### src/hdl/rau_pkg.sv
// Package for the rational arithmetic unit: payload structs, codes, sequencer states
// and the request/response structs of the shared divider.
// No dependencies.
`default_nettype none
package rau_pkg;

  // reduction datapath width: magnitudes stay below 2^63
  localparam int DW = 63;
  localparam int CW = $clog2(DW);

  typedef enum logic [1:0] {
    OP_ADD = 2'd0,
    OP_SUB = 2'd1,
    OP_MUL = 2'd2,
    OP_DIV = 2'd3
  } op_t;

  typedef enum logic [1:0] {
    STAT_OK   = 2'd0,
    STAT_DIVZ = 2'd1,
    STAT_DENZ = 2'd2
  } status_t;

  typedef struct packed {
    op_t                operation;
    logic signed [31:0] a_num;
    logic        [30:0] a_den;
    logic signed [31:0] b_num;
    logic        [30:0] b_den;
  } in_t;

  typedef struct packed {
    logic signed [63:0] res_num;
    logic        [62:0] res_den;
    status_t            status;
  } out_t;

  typedef struct packed {
    logic          start;
    logic [DW-1:0] dividend;
    logic [DW-1:0] divisor;
  } div_req_t;

  typedef struct packed {
    logic          done;
    logic [DW-1:0] quot;
    logic [DW-1:0] rem;
  } div_rsp_t;

  typedef enum logic [3:0] {
    ST_IDLE,
    ST_MUL0,
    ST_MUL1,
    ST_MUL2,
    ST_COMB,
    ST_GCD_START,
    ST_GCD_WAIT,
    ST_QN_START,
    ST_QN_WAIT,
    ST_QD_START,
    ST_QD_WAIT,
    ST_OUT
  } state_t;

endpackage
`default_nettype wire

### src/hdl/rau_mul.sv
// Registered 32x32 unsigned multiplier, shared by the cross-multiplication steps.
// Depends on nothing.
`default_nettype none
module rau_mul (
  input  logic        clk,
  input  logic [31:0] a,
  input  logic [31:0] b,
  output logic [63:0] p
);

  // register the full product
  always_ff @(posedge clk) begin
    p <= 64'(a) * 64'(b);
  end

endmodule
`default_nettype wire

### src/hdl/rau_div.sv
// Restoring radix-2 divider, one quotient bit per cycle, quotient and remainder.
// Depends on rau_pkg.
`default_nettype none
module rau_div (
  input  logic              clk,
  input  logic              rst,
  input  rau_pkg::div_req_t req,
  output rau_pkg::div_rsp_t rsp
);
  import rau_pkg::*;

  logic          run;
  logic [CW-1:0] cnt;
  logic [DW-1:0] divisor;
  logic [DW-1:0] quot;
  logic [DW-1:0] rem;
  logic          done;
  logic [DW:0]   rem_sh;
  logic [DW:0]   diff;
  logic          ge;

  // shift in the next dividend bit and trial subtract
  always_comb begin
    rem_sh = {rem, quot[DW-1]};
    diff   = rem_sh - {1'b0, divisor};
    ge     = !diff[DW];
  end

  // control: run flag, bit counter, done pulse
  always_ff @(posedge clk) begin
    if (rst) begin
      run  <= 1'b0;
      done <= 1'b0;
      cnt  <= '0;
    end else begin
      done <= 1'b0;
      if (req.start) begin
        run <= 1'b1;
        cnt <= '0;
      end else if (run) begin
        cnt <= cnt + 1'b1;
        if (cnt == CW'(DW - 1)) begin
          run  <= 1'b0;
          done <= 1'b1;
        end
      end
    end
  end

  // datapath: load operands, then advance one bit a cycle
  always_ff @(posedge clk) begin
    if (req.start) begin
      divisor <= req.divisor;
      quot    <= req.dividend;
      rem     <= '0;
    end else if (run) begin
      rem  <= ge ? diff[DW-1:0] : rem_sh[DW-1:0];
      quot <= {quot[DW-2:0], ge};
    end
  end

  assign rsp.done = done;
  assign rsp.quot = quot;
  assign rsp.rem  = rem;

endmodule
`default_nettype wire

### src/hdl/rational_arithmetic_unit.sv
// Rational arithmetic unit top level: sequencer, cross-multiply and reduction datapath.
// For a zero denominator the done strobe comes in the cycle after accept; otherwise the item
// runs through the cross-multiply steps and the Euclid steps, then two divisions, all on the
// shared 63-bit bit-serial divider. Busy stays high through the done cycle, so the next item
// is taken in the cycle after the strobe; the receiver cannot stall. Synchronous reset returns
// to idle. Depends on rau_pkg, rau_mul, rau_div.
`default_nettype none
module rational_arithmetic_unit (
  input  logic          clk,
  input  logic          rst,
  input  logic          start,
  input  rau_pkg::in_t  in_item,
  output logic          busy,
  output logic          done,
  output rau_pkg::out_t res
);
  import rau_pkg::*;

  state_t        state;
  state_t        state_next;
  in_t           item;
  logic [DW-1:0] t1;
  logic [DW-1:0] t2;
  logic [DW-1:0] rn;
  logic [DW-1:0] rd;
  logic          rneg;
  status_t       stat;
  logic [DW-1:0] gx;
  logic [DW-1:0] gy;

  logic          den_zero;
  logic          an_neg;
  logic          bn_neg;
  logic [31:0]   an;
  logic [31:0]   bn;
  logic [31:0]   mul_a;
  logic [31:0]   mul_b;
  logic [63:0]   prod;
  div_req_t      div_req;
  div_rsp_t      div_rsp;

  logic [DW-1:0] comb_rn;
  logic [DW-1:0] comb_rd;
  logic          comb_neg;
  status_t       comb_stat;
  logic          s1;
  logic          s2;
  logic          t1_ge;
  logic [DW-1:0] diff;

  assign den_zero = (in_item.a_den == '0) || (in_item.b_den == '0);

  // split operand numerators into sign and magnitude
  always_comb begin
    an_neg = item.a_num[31];
    bn_neg = item.b_num[31];
    an     = an_neg ? (~item.a_num + 32'd1) : item.a_num;
    bn     = bn_neg ? (~item.b_num + 32'd1) : item.b_num;
  end

  // pick multiplier operands for each cross-multiply step
  always_comb begin
    mul_a = an;
    mul_b = {1'b0, item.b_den};
    case (state)
      ST_MUL0: begin
        mul_a = an;
        mul_b = (item.operation == OP_MUL) ? bn : {1'b0, item.b_den};
      end
      ST_MUL1: begin
        mul_a = {1'b0, item.a_den};
        mul_b = (item.operation == OP_MUL) ? {1'b0, item.b_den} : bn;
      end
      ST_MUL2: begin
        mul_a = {1'b0, item.a_den};
        mul_b = {1'b0, item.b_den};
      end
      default: begin
        mul_a = an;
        mul_b = {1'b0, item.b_den};
      end
    endcase
  end

  rau_mul u_mul (
    .clk (clk),
    .a   (mul_a),
    .b   (mul_b),
    .p   (prod)
  );

  // combine products into signed unreduced numerator over positive denominator
  always_comb begin
    s1    = an_neg && (t1 != '0);
    s2    = (item.operation == OP_SUB) ? !bn_neg : bn_neg;
    if (t2 == '0) begin
      s2 = 1'b0;
    end
    t1_ge = (t1 >= t2);
    diff  = t1_ge ? (t1 - t2) : (t2 - t1);
    comb_stat = STAT_OK;
    comb_rd   = t2;
    comb_rn   = t1;
    comb_neg  = an_neg ^ bn_neg;
    case (item.operation)
      OP_ADD, OP_SUB: begin
        comb_rd = prod[DW-1:0];
        if (s1 == s2) begin
          comb_rn  = t1 + t2;
          comb_neg = s1;
        end else begin
          comb_rn  = diff;
          comb_neg = t1_ge ? s1 : s2;
        end
      end
      OP_DIV: begin
        if (bn == '0) begin
          comb_rn   = DW'(an);
          comb_rd   = DW'(item.a_den);
          comb_neg  = an_neg && (an != '0);
          comb_stat = STAT_DIVZ;
        end
      end
      default: begin
        comb_rn  = t1;
        comb_rd  = t2;
        comb_neg = an_neg ^ bn_neg;
      end
    endcase
    if (comb_rn == '0) begin
      comb_neg = 1'b0;
    end
  end

  rau_div u_div (
    .clk (clk),
    .rst (rst),
    .req (div_req),
    .rsp (div_rsp)
  );

  // next state
  always_comb begin
    state_next = state;
    case (state)
      ST_IDLE:      if (start) state_next = den_zero ? ST_OUT : ST_MUL0;
      ST_MUL0:      state_next = ST_MUL1;
      ST_MUL1:      state_next = ST_MUL2;
      ST_MUL2:      state_next = ST_COMB;
      ST_COMB:      state_next = ST_GCD_START;
      ST_GCD_START: state_next = (gy == '0) ? ST_QN_START : ST_GCD_WAIT;
      ST_GCD_WAIT:  if (div_rsp.done) state_next = ST_GCD_START;
      ST_QN_START:  state_next = ST_QN_WAIT;
      ST_QN_WAIT:   if (div_rsp.done) state_next = ST_QD_START;
      ST_QD_START:  state_next = ST_QD_WAIT;
      ST_QD_WAIT:   if (div_rsp.done) state_next = ST_OUT;
      ST_OUT:       state_next = ST_IDLE;
      default:      state_next = ST_IDLE;
    endcase
  end

  // outputs and divider requests
  always_comb begin
    busy             = (state != ST_IDLE);
    done             = (state == ST_OUT);
    div_req.start    = 1'b0;
    div_req.dividend = gx;
    div_req.divisor  = gy;
    case (state)
      ST_GCD_START: div_req.start = (gy != '0);
      ST_QN_START: begin
        div_req.start    = 1'b1;
        div_req.dividend = rn;
        div_req.divisor  = gx;
      end
      ST_QD_START: begin
        div_req.start    = 1'b1;
        div_req.dividend = rd;
        div_req.divisor  = gx;
      end
      default: div_req.start = 1'b0;
    endcase
  end

  // state register
  always_ff @(posedge clk) begin
    if (rst) begin
      state <= ST_IDLE;
    end else begin
      state <= state_next;
    end
  end

  // datapath registers
  always_ff @(posedge clk) begin
    case (state)
      ST_IDLE: begin
        if (start) begin
          item <= in_item;
          rn   <= '0;
          rd   <= DW'(1);
          rneg <= 1'b0;
          stat <= STAT_DENZ;
        end
      end
      ST_MUL1: t1 <= prod[DW-1:0];
      ST_MUL2: t2 <= prod[DW-1:0];
      ST_COMB: begin
        rn   <= comb_rn;
        rd   <= comb_rd;
        rneg <= comb_neg;
        stat <= comb_stat;
        gx   <= comb_rn;
        gy   <= comb_rd;
      end
      ST_GCD_WAIT: begin
        if (div_rsp.done) begin
          gx <= gy;
          gy <= div_rsp.rem;
        end
      end
      ST_QN_WAIT: if (div_rsp.done) rn <= div_rsp.quot;
      ST_QD_WAIT: if (div_rsp.done) rd <= div_rsp.quot;
      default: ;
    endcase
  end

  // drive the result beat
  assign res.res_num = rneg ? (64'd0 - {1'b0, rn}) : {1'b0, rn};
  assign res.res_den = rd;
  assign res.status  = stat;

endmodule
`default_nettype wire

### config.mk
export PLATFORM = sky130hd
export DESIGN_NAME = rational_arithmetic_unit
export DESIGN_NICKNAME = d
export VERILOG_FILES = /design/src/hdl/rau_pkg.sv /design/src/hdl/rau_mul.sv /design/src/hdl/rau_div.sv /design/src/hdl/rational_arithmetic_unit.sv
export SDC_FILE = /design/constraint.sdc
export NUM_CORES = 2
export LEC_CHECK = 0
export BUFFER_PORTS_ARGS = -buffer_cell sky130_fd_sc_hd__buf_2
export CAP_MARGIN = 10
export CORE_ASPECT_RATIO = 1.25
export CORE_MARGIN = 5
export CORE_UTILIZATION = 59
export CTS_CLUSTER_DIAMETER = 60
export DETAILED_ROUTE_END_ITERATION = 12
export GPL_TIMING_DRIVEN = 0
export HOLD_SLACK_MARGIN = 0.05
export PLACE_DENSITY_LB_ADDON = 0.1
export SLEW_MARGIN = 20
export SYNTH_ARGS = -nofsm -noshare
export SYNTH_HDL_FRONTEND = slang
export SYNTH_SLANG_ARGS = --single-unit
### constraint.sdc
create_clock -name clk -period 10.9 [get_ports clk]
set_input_delay 0.545 -clock clk [delete_from_list [all_inputs] [get_ports clk]]
set_output_delay 0.545 -clock clk [all_outputs]
set_load 0.03 [all_outputs]
; ---- After elaboration in Yosys (flattened, before gate mapping)
; Index checks and enable logic that the tools add are counted.
[word_totals]
in_bits = 131
register_bits = 773
wordCells = 139
output_inout_bits = 131
[classes]
n_eq_ne = 20
bitwise = 4
muxes = 51
multipliers = 1
order_cmp = 1
n_addsub = 8
reduce_logical = 33
[op_table]
columns = op, n
row1 = $mux 63, 12
row2 = $pmux 63 s2, 4
row3 = $pmux 63 s3, 2
row4 = $pmux 126 s2, 1
row5 = $logic_not 63->1, 3
row6 = $mux 32, 5
row7 = $reduce_bool 63->1, 2
row8 = $sub 63x63->63, 2
row9 = $add 32x1->32 const B, 2
row10 = $mux 64, 1
row11 = $not 32->32, 2
row12 = $pmux 32 s2, 1
row13 = $sub 1x63->64 const A, 1
row14 = $sub 64x63->64, 1
row15 = $add 63x63->63, 1
row16 = $ge 63x63->1, 1
row17 = $mul 32x32->63, 1
row18 = $logic_not 31->1, 2
row19 = $pmux 4 s11, 1
row20 = $logic_not 32->1, 1
row21 = $reduce_bool 32->1, 1
row22 = $mux 4, 5
row23 = $eq 4x3->1 const B, 4
row24 = $eq 4x4->1 const B, 4
row25 = 28 further kinds, 58

; ---- Logic depth before layout (Yosys ltp)
[depth]
ltp_word = 9
ltp_mapped = 45
mapped_depth_nobuf = 42

; ---- By module
; From an unflattened synthesis, not the netlist that was laid out.
[unflattened]
cells_unflattened = 9420
area_unflattened_um2 = 84991.5
[modules_own_cells]
columns = module, instances, cells_each, seq_area_each_um2, area_per_inst_um2
row1 = rational_arithmetic_unit, 1, 4460, 15364.7, 38779.7
row2 = rau_mul, 1, 3735, 1281.2, 34446.8
row3 = rau_div, 1, 1225, 5205.0, 11765.0

; ---- Worst setup path after synthesis
; Ideal clock, no wire load.
[synth_path]
path_type = register to register
startpoint = reg item[127] in the netlist's numbering
endpoint = reg u_mul.p[61]
setup_ps = 127
required_time_ps = 10773
period_less_slack_ps = 10854
path_stages_with_launch = 43
path_slack_ps = 46
t_arrival_ps = 10728
n_path_buf = 7
path_cell_list = edfxtp_1 -> buf_2 -> buf_1 -> buf_1 -> clkbuf_1 -> a21oi_1 -> o21ai_1 -> clkbuf_1 -> buf_1 -> nand2_1 -> o21ai_1 -> clkbuf_1 -> nand2_1 -> fa_1 -> inv_1 -> fa_1 -> fa_1 -> inv_1 -> (+7 left out) -> inv_1 -> ha_1 -> a21o_1 -> a21oi_1 -> o21ai_0 -> a22o_1 -> nor4_1 -> a21oi_1 -> a221o_1 -> a2111o_1 -> a311o_1 -> nand4_1 -> o2111ai_1 -> a21bo_2 -> a21o_1 -> o31ai_1 -> o21ai_0 -> xor2_1
[synth_between]
elab_chain_len = 4
elab_cells_between_ends = 5
classes_between = 1 x mul / 1 x eq/ne / 3 x mux
[synth_rtl]
columns = item, line
row1 = start: declaration, rational_arithmetic_unit.sv:21  ; in_t item;
row2 = start signal: assignment, rational_arithmetic_unit.sv:199  ; item <= in_item;
row3 = $eq 2x2->1 *, "rational_arithmetic_unit.sv:68, rational_arithmetic_unit.sv:72"
row4 = $mux 32 (on tied branches), "rational_arithmetic_unit.sv:72, rational_arithmetic_unit.sv:68"
row5 = $pmux 32 s2 *, rational_arithmetic_unit.sv:65  ; case (state)
row6 = $mul 32x32->63 *, rau_mul.sv:13  ; p <= 64'(a) * 64'(b);
row7 = end signal: assignment, rau_mul.sv:13
row8 = end: declaration, rau_mul.sv:8  ; output logic [63:0] p
; Every way passes the cells marked *; elsewhere a longest branch is shown, timed or not.
; A chain may end at the register's enable or synchronous reset.

; ---- Final worst setup path
; Same ends and word-level chain as after synthesis.

==> out/qor.txt <==
Status - complete, but fails checks
Violated checks - design-rule violations, max-capacitance violations, negative setup slack
Die ar. - 146000 um2
Dominant cells by area after synthesis - edfxtp_1, fa_1, ha_1
Core footprint - 138000 um2
DRC violations left - 3
Worst relative slew slack - 1.53%
Avg Vias per Cell - 6.91
Synthesized flop and latch total - 773
WS Path Type - flip-flop to flip-flop
Clk_lat worst skew - 750 ps
Met2 global-route usage - 80.1%
Final WL - 402 mm
Layout Nets - 11293
Crit-path max FO - 19
Largest net degree at the start of global routing - 56
Synth area leader - edfxtp_1
Max Cap Viol - 1
Footprint of the multi-input gates - 55100 um2
Number of synthesized flops with an enable pin - 635
Initial antenna violation count - 31
Clock skew - 45.5 ps
Worst EP arrival - 11950 ps
Distinct cells, synth - 96
Initial Util - 59.4%
WHS Path Cells - 2
Hold Path Sink - state[2]$_SDFFE_PP0P_
Slowest CP cell - mux2i_2
Tmin final - 11330 ps
CP Buf/Inv Count - 7
Final hold viol count - 0
Cell Area, Synth - 81700 um2
Syn avg cell area - 9.02 um2
Initial DRC Count - 12076
Final worst-path cycle share - 104%
Layout area overhead - 15.2%
Yosys Warn Count - 0
Vias in the first global route - 78970
IO Port Bufs - 261
Req. time, crit path - 11520 ps
H-Tree Depth - 3
Synth top area share - 23.3%
Die width - 343 um
RSZ-0062 raised after global routing - yes
Register-to-Register Path Depth - 36
Clock tree root driver cell - clkbuf_16
CP delay by family, top - compound AO/OA/AOI/OAI gates
Vias - 80812
DR pass1 iterations - 11
Routability Congestion - 1.13
Critical R2R Launch - item[127]$_DFFE_PP_
Register Area - 21800 um2
R2R Path End - u_mul.p[61]$_DFF_P_
Final worst setup slack - -432 ps
CP endpoint kind - flip-flop
Largest stage delay on the critical path - 1070 ps
FMAX - 0.0882 GHz
Top cell by count, worst path - fa_1
Fraction of registers with async set/reset - 0%
Detailed Place HPWL - 312 mm
Crit start category - flip-flop
Gr usage total - 52.8%
Max Slew Vio Count - 0
Mapped Cells - 9065
Global-route wire length before repair - 548 mm
Sequential area share after synthesis - 26.7%
Antenna Nets Post-Route - 0
Share of layout cells above drive strength 1 - 12.7%
Setup violations, final - 9
Hold Path Class - input pin to flip-flop
Clock transition at path regs - 70 ps
Flop-to-flop setup slack - -430 ps
Final instance area - 94100 um2
Dpl cell area - 86300 um2
CTS tree - yes
Wire per inst - 34.4 um
Post-synthesis net count - 10607
# fillers - 10278
Met1 Use GR - 56.0%
TritonCTS Buffers - 80
Hold slack - 84.9 ps
CTS Sinks - 773
Die height - 426 um
Gr ovfl total - 0
Primary FF master, synth - edfxtp_1
Clock Path Buffers - 3
Worst Tran Pin Value - 1480 ps
Std cell rows - 152
Hold Startpoint - rst
Global routing usage on met3 - 16.1%
Ports - 262
GRT Max-Usage Layer - met2
layout by cell type (no fill, tap or decap), types with 105 or more instances in the layout:
master         count
nor4_1           105
clkbuf_1         277
dfxtp_1          137
a21oi_1          608
dlygate4sd3_1    121
mux2_2           133
inv_1           1214
nor2_1           883
o21ai_0          451
buf_2            269
ha_1             502
nand2_1         1054
a21o_1           140
fa_1             880
edfxtp_1         635
buf_4            221
a22o_1           127
xnor2_1          188
flip-flops by register name, summed over array words and instances (netlist names), 2 cells and up:
| register | flops |
|---|---|
| state | 4 |
| u_mul.p | 63 |
| u_div.rem | 63 |
| u_div.divisor | 63 |
| gx | 63 |
| item | 126 |
| u_div.quot | 63 |
| gy | 63 |
| rn | 63 |
| u_div.cnt | 6 |
| rd | 63 |
| stat | 2 |
| t1 | 63 |
| t2 | 63 |
layer usage:
metal | vias up | wire (um)
met3 | 2782 | 52600
met2 | 7629 | 171000
met5 | - | 138
li1 | 31943 | -
met4 | 16 | 59600
met1 | 38442 | 119000
metrics by stage:
| step | util (%) | worst slack, ps | setup TNS, ps | instances |
|---|---|---|---|---|
| floorplan | - | 45.6 | 0 | 9065 |
| global placement | 62.1 | -6420 | -219530 | 11174 |
| detailed placement | 62.8 | -4930 | -137350 | 11225 |
| CTS | 66.4 | -525 | -1390 | 11505 |
| global route | 68.4 | -490 | -2810 | 11665 |
| finish | 68.5 | -432 | -2400 | 11689 |
area by class of cell:
cell class | count | area share (%)
Clock inverter | 49 | 0.625
Clock buffer | 96 | 2.21
Antenna cell | 27 | 0.0718
Timing Repair Buffer | 633 | 5.25
Buffer | 458 | 2.73
Tap cell | 1848 | 2.46
Sequential cell | 773 | 23.2
Multi-Input combinational cell | 6571 | 58.5
Inverter | 1234 | 4.95
worst register-to-register path: cells and delay by family (launching register included):
family | cells | cell delay [ps]
xor+xnor | 1 | 150
flops | 1 | 460
simple gates | 3 | 510
mux | 1 | 1080
fa+ha+maj | 9 | 3730
buf+inv | 7 | 1530
compound gates | 15 | 3770
repair_timing:
action | in CTS | in global routing
cloned | 0 | 3
gates resized for setup | 290 | 491
setup endpoints to repair | 53 | 17
hold buffers | 117 | 4
setup buffers | 38 | 158
pin swaps | 11 | 78
hold endpoints to repair | 117 | 4
how the worst max path moves through the flow:
| stage | cells after the start | to | startpoint | slack, ps |
|---|---|---|---|---|
| 6_report | 36 | u_mul.p[61]$_DFF_P_ | item[127]$_DFFE_PP_ | -430 |
| 2_1_floorplan | 42 | u_mul.p[61]$_DFF_P_ | item[127]$_DFFE_PP_ | 50 |
| 5_1_grt | 36 | u_mul.p[57]$_DFF_P_ | item[127]$_DFFE_PP_ | -490 |
| 3_5_place_dp | 41 | u_mul.p[61]$_DFF_P_ | item[127]$_DFFE_PP_ | -4930 |
| 3_3_place_gp | 40 | u_mul.p[61]$_DFF_P_ | item[127]$_DFFE_PP_ | -6420 |
| 4_1_cts | 41 | u_mul.p[61]$_DFF_P_ | item[94]$_DFFE_PP_ | -530 |
Yosys cell counts, drive strengths merged (36+ instances only):
master	count
dfxtp	138
ha	512
o21bai	62
nor3	107
or3	49
a22o	127
nand4	95
nand3	70
fa	899
mux2	138
nand2b	51
o21a	63
nor4	123
nor2	901
o31ai	62
a22oi	36
edfxtp	635
o21ai	499
o211ai	39
buf	54
a31oi	80
mux2i	43
a21oi	636
xor2	106
xnor2	196
a21o	152
clkbuf	433
inv	1230
nand2	1063
nor2b	40
logic make-up after synthesis:
kind of cell             count (synthesis)  share of synthesized area [%]
multiplexers                           181                           2.43
AO/OA/AOI/OAI                         2009                           15.4
AND/OR/NAND/NOR                       2668                           14.4
XOR/XNOR                               302                           3.24
adder cells (fa/ha/maj)               1411                           29.9
buffers and inverters                 1721                           7.97
flip-flops                             773                           26.7
Power is not shown: default switching activity piles up to over one toggle a cycle in this logic, so the estimate is an artifact.
